$ cat src/hdl/two_opt_pkg.sv
package two_opt_pkg;

    // Default sizing of the cost matrix and of a cost entry.
    localparam int MAX_CITIES_DEF = 32;
    localparam int COST_BITS_DEF  = 16;

    // Fixed field widths of the stream items.
    localparam int TOUR_DEPTH     = 32;
    localparam int POS_W          = 5;
    localparam int CITY_W         = 5;
    localparam int LEN_W          = 6;
    localparam int FUNC_W         = 2;
    localparam int IN_COST_W      = 16;
    localparam int OUT_COST_W     = 21;
    localparam int IN_TDATA_W     = 40;
    localparam int OUT_TDATA_W    = 32;
    localparam int TOUR_LEN_RESET = 2;

    // Function codes carried in the input tuser.
    typedef enum logic [FUNC_W-1:0] {
        FUNC_LOAD_COST = 2'd0,
        FUNC_LOAD_TOUR = 2'd1,
        FUNC_RUN       = 2'd2
    } func_t;

    // Commands from the controller to the datapath.
    typedef struct packed {
        logic load_cost;
        logic load_tour;
        logic run_init;
        logic eval_issue;
        logic decide;
        logic copy_issue;
        logic next_pair;
        logic emit_issue;
    } dp_cmd_t;

    // Status from the datapath to the controller.
    typedef struct packed {
        logic eval_end;
        logic pos_end;
        logic pipe_busy;
        logic better;
        logic first;
        logic has_next;
        logic out_busy;
    } dp_sts_t;

endpackage

$ cat src/hdl/two_opt_ctrl.sv
module two_opt_ctrl
    import two_opt_pkg::*;
(
    input  logic              clk,
    input  logic              rst_n,
    input  logic              s_tvalid,
    output logic              s_tready,
    input  logic [FUNC_W-1:0] s_tuser,
    input  dp_sts_t           sts,
    output dp_cmd_t           cmd
);

    typedef enum logic [6:0] {
        S_IDLE  = 7'b0000001,
        S_INIT  = 7'b0000010,
        S_EVAL  = 7'b0000100,
        S_DRAIN = 7'b0001000,
        S_COPY  = 7'b0010000,
        S_NEXT  = 7'b0100000,
        S_EMIT  = 7'b1000000
    } state_t;

    state_t state_reg;
    state_t state_next;
    logic   in_xfer;

    assign s_tready = (state_reg == S_IDLE);
    assign in_xfer  = s_tvalid && s_tready;

    // State register.
    always_ff @(posedge clk or negedge rst_n)
    begin
        if (!rst_n)
        begin
            state_reg <= S_IDLE;
        end
        else
        begin
            state_reg <= state_next;
        end
    end

    // Next state and datapath commands.
    always_comb
    begin
        state_next = state_reg;
        cmd        = '0;
        unique case (state_reg)
            S_IDLE:
            begin
                if (in_xfer)
                begin
                    unique case (func_t'(s_tuser))
                        FUNC_LOAD_COST: cmd.load_cost = 1'b1;
                        FUNC_LOAD_TOUR: cmd.load_tour = 1'b1;
                        FUNC_RUN:       state_next = S_INIT;
                        default:        state_next = S_IDLE;
                    endcase
                end
            end
            S_INIT:
            begin
                cmd.run_init = 1'b1;
                state_next   = S_EVAL;
            end
            S_EVAL:
            begin
                cmd.eval_issue = 1'b1;
                if (sts.eval_end)
                begin
                    state_next = S_DRAIN;
                end
            end
            S_DRAIN:
            begin
                if (!sts.pipe_busy)
                begin
                    cmd.decide = 1'b1;
                    if (sts.better && !sts.first)
                    begin
                        state_next = S_COPY;
                    end
                    else
                    begin
                        state_next = S_NEXT;
                    end
                end
            end
            S_COPY:
            begin
                cmd.copy_issue = 1'b1;
                if (sts.pos_end)
                begin
                    state_next = S_NEXT;
                end
            end
            S_NEXT:
            begin
                cmd.next_pair = 1'b1;
                if (sts.has_next)
                begin
                    state_next = S_EVAL;
                end
                else
                begin
                    state_next = S_EMIT;
                end
            end
            S_EMIT:
            begin
                if (!sts.out_busy)
                begin
                    cmd.emit_issue = 1'b1;
                    if (sts.pos_end)
                    begin
                        state_next = S_IDLE;
                    end
                end
            end
            default:
            begin
                state_next = S_IDLE;
            end
        endcase
    end

endmodule

$ cat config.mk
export PLATFORM = sky130hd
export DESIGN_NAME = two_opt_ctrl
export DESIGN_NICKNAME = d
export VERILOG_FILES = /design/src/hdl/two_opt_pkg.sv /design/src/hdl/two_opt_ctrl.sv
export SDC_FILE = /design/constraint.sdc
export NUM_CORES = 1
export LEC_CHECK = 0
export BUFFER_PORTS_ARGS = -buffer_cell sky130_fd_sc_hd__buf_2
export CORE_ASPECT_RATIO = 1.1
export CORE_UTILIZATION = 25
export DETAILED_ROUTE_END_ITERATION = 10
export GPL_ROUTABILITY_DRIVEN = 0
export GPL_TIMING_DRIVEN = 0
export PLACE_DENSITY_LB_ADDON = 0.3
export SLEW_MARGIN = 20
export SYNTH_ARGS = -nofsm -noshare
export SYNTH_HDL_FRONTEND = slang
export SYNTH_SLANG_ARGS = --single-unit
export TNS_END_PERCENT = 20
$ cat constraint.sdc
create_clock -name clk -period 1.6 [get_ports clk]
set_clock_uncertainty 0.2 [all_clocks]
set_input_delay 0.08 -clock clk [delete_from_list [all_inputs] [get_ports clk]]
set_output_delay 0.08 -clock clk [all_outputs]
set_load 0.05 [all_outputs]
==> results of run 1 <==
## synthesized netlist by cell type (2+ instances only)
cell type / instances / share of area, %
a31oi_1: 2 / 2.3
and3_1: 2 / 2.3
and4bb_2: 2 / 4.7
dfrtp_1: 6 / 28
inv_1: 3 / 2.1
nand2_1: 4 / 2.8
nand2b_1: 4 / 4.7
nor2_1: 8 / 5.6
nor2b_1: 2 / 2.3
nor3_1: 2 / 1.9
## layout by cell type (no fill, tap or decap), drive strengths merged
cell type / Yosys / layout
buf: 1 / 28
a22oi: 1 / 1
and3: 2 / 2
nor2: 8 / 8
nor3: 3 / 3
nand3: 1 / 1
and4bb: 2 / 2
nand2: 5 / 5
nor3b: 2 / 2
inv: 3 / 3
clkbuf: 0 / 4
and4b: 1 / 1
xnor2: 1 / 1
o21ai: 1 / 1
o21bai: 1 / 1
dfstp: 1 / 1
a211o: 1 / 1
nand2b: 4 / 4
a41oi: 1 / 1
nor4: 2 / 2
o22ai: 1 / 1
a22o: 1 / 1
a21oi: 1 / 1
nor4b: 1 / 1
dfrtp: 6 / 6
a31oi: 2 / 2
o311a: 1 / 1
dlygate4sd3: 0 / 5
mux2: 1 / 1
a2bb2oi: 1 / 1
nor2b: 3 / 3
## per-layer routing
metal	global-route usage [%]	part of all wire, %	vias to the layer above
li1	-	-	288
met1	15.9	43	260
met2	26.5	53	16
met3	3.60	3.3	2
met4	7.35	1.1	0
met5	0	0	-
## worst paths after layout
check,end,cells past startpoint
min,state_reg[5]$_DFFE_PN0P_,2
min reg2reg,state_reg[2]$_DFFE_PN0P_,3
max reg2reg,state_reg[4]$_DFFE_PN0P_,5
min in group clk,state_reg[4]$_DFFE_PN0P_,4
max in group asynchronous,state_reg[0]$_DFFE_PN1P_,2
max,cmd[6],5
## area by class of cell
cell class,instances,area share (%)
Tap cell,28,3.70
Timing Repair Buffer,32,26.9
Inverter,3,1.19
Buffer,1,0.528
Multi-Input combinational cell,48,45.6
Sequential cell,7,19.3
Clock buffer,4,2.77
## logic make-up after synthesis
family,synth area share (%)
muxes,2.10
xor gates and xnor gates,1.64
buffers and inverters,3.04
DFF,32.9
AOI/OAI and AO/OA,18.5
and+or+nand+nor,41.8
## stage by stage
stage	cell area, um2	power [W]	instances	setup slack (ps)	hold WS, ps
finish	947	0.000867	123	-381	-10.1
global route	947	0.000923	123	-466	5.20
CTS	905	0.000841	121	-386	3.70
detailed placement	712	0.000584	107	-338	-268
global placement	712	0.000577	107	-342	-271
floorplan	577	0.000510	59	-454	-416
## what timing repair did
action                                 in CTS  in global routing
setup endpoints to repair                  13                 15
hold buffers                                5                  0
setup buffers                               5                  3
endpoints found under the hold margin      12                  0
gates cloned                                0                  0
gates resized for setup                    25                  7
pin swaps                                   4                  2
## worst max-delay path: cells and delay by family, from the launching register on
family,cells,cell delay [ps]
AND/OR/NAND/NOR,4,830
flip-flops,1,430
buffers and inverters,1,180
## power by group through the flow
| stage | Clock (W) | Combinational, W | Sequential (W) |
|---|---|---|---|
| 2_1_floorplan | 0 | 0.000280 | 0.000230 |
| 3_3_place_gp | 0 | 0.000342 | 0.000234 |
| 3_5_place_dp | 0 | 0.000347 | 0.000237 |
| 4_1_cts | 0.000171 | 0.000431 | 0.000239 |
| 5_1_grt | 0.000190 | 0.000488 | 0.000245 |
| 6_report | 0.000172 | 0.000454 | 0.000240 |
==> out/metrics.cfg, run 1 <==
[setup_path]
cp-startpoint = state_reg[2]$_DFFE_PN0P_
arrival_ps = 1700
critPathLaunchType = register
rrSetupSlack_ps = -210
crit_chain = nor4_4 > and4bb_4 > nand2_4 > nor3b_4 > buf_6
r2r_start = state_reg[5]$_DFFE_PN0P_
critPathSlowestCell = dfrtp_2
max_stage_delay_ps = 430
critPathRequiredTime_ps = 1320
crit_fanout = 4
end_kind = output port
path_class = reg -> out

[die]
dieArea_mm2 = 0.00233
chipHeight_um = 50.5
row_count = 17
io_pins = 21
start_util_pct = 26.5
core_mm2 = 0.00202
die_x_um = 46.1

[power_and_ir_drop]
powerDensity_mw_per_mm2 = 915
peakVddDrop_mv = 0.639
p_int_w = 0.000523
switching_share_pct = 39.6
p_leak_nw = 0.411
seq_power_share_pct = 27.7
clkPwrFrac_pct = 19.8
p_switching_w = 0.000343
p_comb_share_pct = 52.4

[drt]
final_antenna_net_count = 0
viasPerCell = 4.60
drt_drc_violations_left = 0
first_pass_iters = 3
drt-initial-drc-count = 3
wirelength_um = 1520
avgRoutedWirePerCell_um = 12.3
via_count = 566

[clocking]
cts_max_level = 1
clkTransAtPathRegs_ps = 60
clk_latency_ps = 260
cts_made_buffers = 3
cts_sinks = 7
root_buffer = clkbuf_4
clk_path_buf_depth = 2
cts_tree = built

[synthesis]
syn_avg_cell_area_um2 = 9.08
synth_ff_type = dfrtp_1
syn_nets = 71
synth_edf_count = 0
yosys_warnings = 0
async_flop_share_pct = 100
syn_area_um2 = 536
synthCells = 59
synth_cell_types = 34
ys_seq_area_share_pct = 32.9
synth-seq-cells = 7

[final_layout]
layout-drive-gt1-share_pct = 57.9
multiInputGateArea_um2 = 432
largest_reg_flops = 7
syn2layout_area_growth_pct = 76.9
nNetsFinal = 108
seqCellArea_um2 = 183
final.fill_count = 204
antenna_cells = 0
finish.utilization_pct = 46.9

[status]
violations = negative hold slack, negative setup slack
status = finished with violations

[global_route]
antenna_found_initial = 0
grt_pass1_vias = 582
grt_remaining_overflow = 0
grt_pass1_wl_um = 2450
grt_usage_pct = 15.1
grt_max_degree = 10

[sta]
post-route-period-util_pct = 124
timing.setup.tns_ps = -2230
relSlewSlack_pct = 81.2
setup_violations = 12
final.setup.worst_slack_ps = -381
finalHoldWorstSlack_ps = -10.1
rsz0062_at_grt = yes
timing.final.crit_period_ps = 1980
hold_violations = 7
tightestPinTransition_ps = 281
drv_slew = 0
fmax_mhz = 505

[place]
hpwl_um = 1070
io_buffers = 20

[run]
drv_cap = 0

[min_path]
worstHoldPathType = in -> async

No activity file was read; power rests on OpenSTA's default activity.
==> inputs of run 2 (changes only) <==
- clock period: 1.6 -> 2.4 ns (I/O delays scaled with it)
==> out/metrics.cfg, run 2 (synthesized netlist as in run 1, its figures left out) <==
[status]
status = completed

[drt]
via_count = 540
first_pass_iters = 3
drt-initial-drc-count = 4
wirelength_um = 1260
avgRoutedWirePerCell_um = 10.9
viasPerCell = 4.66
drt_drc_violations_left = 0
final_antenna_net_count = 0

[sta]
post-route-period-util_pct = 92.3
hold_violations = 0
timing.setup.tns_ps = 0
fmax_mhz = 451
timing.final.crit_period_ps = 2220
drv_slew = 0
rsz0062_at_grt = no
tightestPinTransition_ps = 505
finalHoldWorstSlack_ps = 33.4
relSlewSlack_pct = 66.0
setup_violations = 0

[clocking]
clk_latency_ps = 250
clk_path_buf_depth = 2
cts_made_buffers = 3
clkTransAtPathRegs_ps = 60
root_buffer = clkbuf_4
post_cts_buffers = 0
cts_resized = 0
cts_sinks = 7
cts_max_level = 1
cts_tree = built

[power_and_ir_drop]
p_leak_nw = 0.351
powerDensity_mw_per_mm2 = 634
peakVddDrop_mv = 0.341

[global_route]
grt_usage_pct = 12.8
grt_max_degree = 10
grt_pass1_vias = 512
antenna_found_initial = 0
grt_remaining_overflow = 0
grt_pass1_wl_um = 2150

[place]
io_buffers = 20
placed_area_um2 = 676
hpwl_um = 988

[setup_path]
max_stage_delay_ps = 460
end_kind = output port
arrival_ps = 1900
crit_chain = nor4_2 > and4bb_2 > nand2_2 > nor3b_2 > buf_2
crit_family = simple AND/OR/NAND/NOR gates
path_buf_inv = 1
critPathLaunchType = register
critPathRequiredTime_ps = 2080
critPathSlowestCell = dfrtp_1
path_class = reg -> out
crit_fanout = 8

[final_layout]
largest_reg_flops = 7
syn2layout_area_growth_pct = 40.4
antenna_cells = 0
final_area_um2 = 752
final.fill_count = 229
layout-drive-gt1-share_pct = 39.8
final_cell_mix = buf_2, nor2_1, dfrtp_1
multiInputGateArea_um2 = 348
seqCellArea_um2 = 176
final_common_cell = buf_2
finish.utilization_pct = 37.2
nNetsFinal = 101

[die]
die_x_um = 46.1
start_util_pct = 26.5
row_count = 17
io_pins = 21
dieArea_mm2 = 0.00233
core_mm2 = 0.00202
chipHeight_um = 50.5

[min_path]
worstHoldPathType = in -> reg

[run]
drv_cap = 0

==> run 2: changes by cell type in the layout (fill, tap and decap cells not counted), sizes merged <==
| cell | change |
|---|---|
| buf | -7 |
==> run 2: where the power goes <==
group	internal [W]	switching (W)
Combinational	0.0000851	0.000131
Clock	0.0000635	0.0000440
Sequential	0.000135	0.0000189
==> run 2: routing by layer <==
layer / wire length [um] / GRT usage, % / vias to the layer above
met5: 0 / 0 / -
met4: 5 / 5.88 / 0
met3: 66 / 4.32 / 2
met2: 577 / 19.2 / 16
met1: 615 / 16.0 / 243
li1: - / - / 279
==> run 2: through the flow <==
stage	worst slack, ps	cells	total power (W)
after floorplan	-304	59	0.000318
after global placement	475	107	0.000362
after detailed placement	453	107	0.000364
after CTS	166	116	0.000482
after global routing	53.6	116	0.000514
final	185	116	0.000477
==> run 2: cell type report <==
class | count | area share (%)
tap | 28 | 4.66
buffer | 1 | 0.666
timing repair buffer | 25 | 20.0
clock buffer | 4 | 3.49
sequential | 7 | 23.5
multi-input combinational | 48 | 46.3
inverter | 3 | 1.50
==> run 2: worst reg2reg max path, stage by stage, from the launching register on <==
cell	delay (ps)
dfrtp_1	360
buf_2	170
nor3_4	190
nand2_1	120
o22ai_2	300
mux2_1	350
==> run 2: what timing repair did <==
action,in CTS,in global routing
endpoints found under the hold margin,11,0
endpoints found under the setup margin,0,0
hold buffers,5,0
==> run 2: worst paths after layout <==
check	cells after the start	to	start	slack, ps
setup reg to reg	5	state_reg[4]$_DFFE_PN0P_	state_reg[5]$_DFFE_PN0P_	610
hold reg to reg	1	state_reg[4]$_DFFE_PN0P_	state_reg[4]$_DFFE_PN0P_	480
hold / removal	3	state_reg[1]$_DFFE_PN0P_	s_tuser[0]	30
max in group asynchronous	2	state_reg[0]$_DFFE_PN1P_	rst_n	1710
min in group asynchronous	2	state_reg[1]$_DFFE_PN0P_	rst_n	50
setup / recovery	5	cmd[6]	state_reg[4]$_DFFE_PN0P_	180
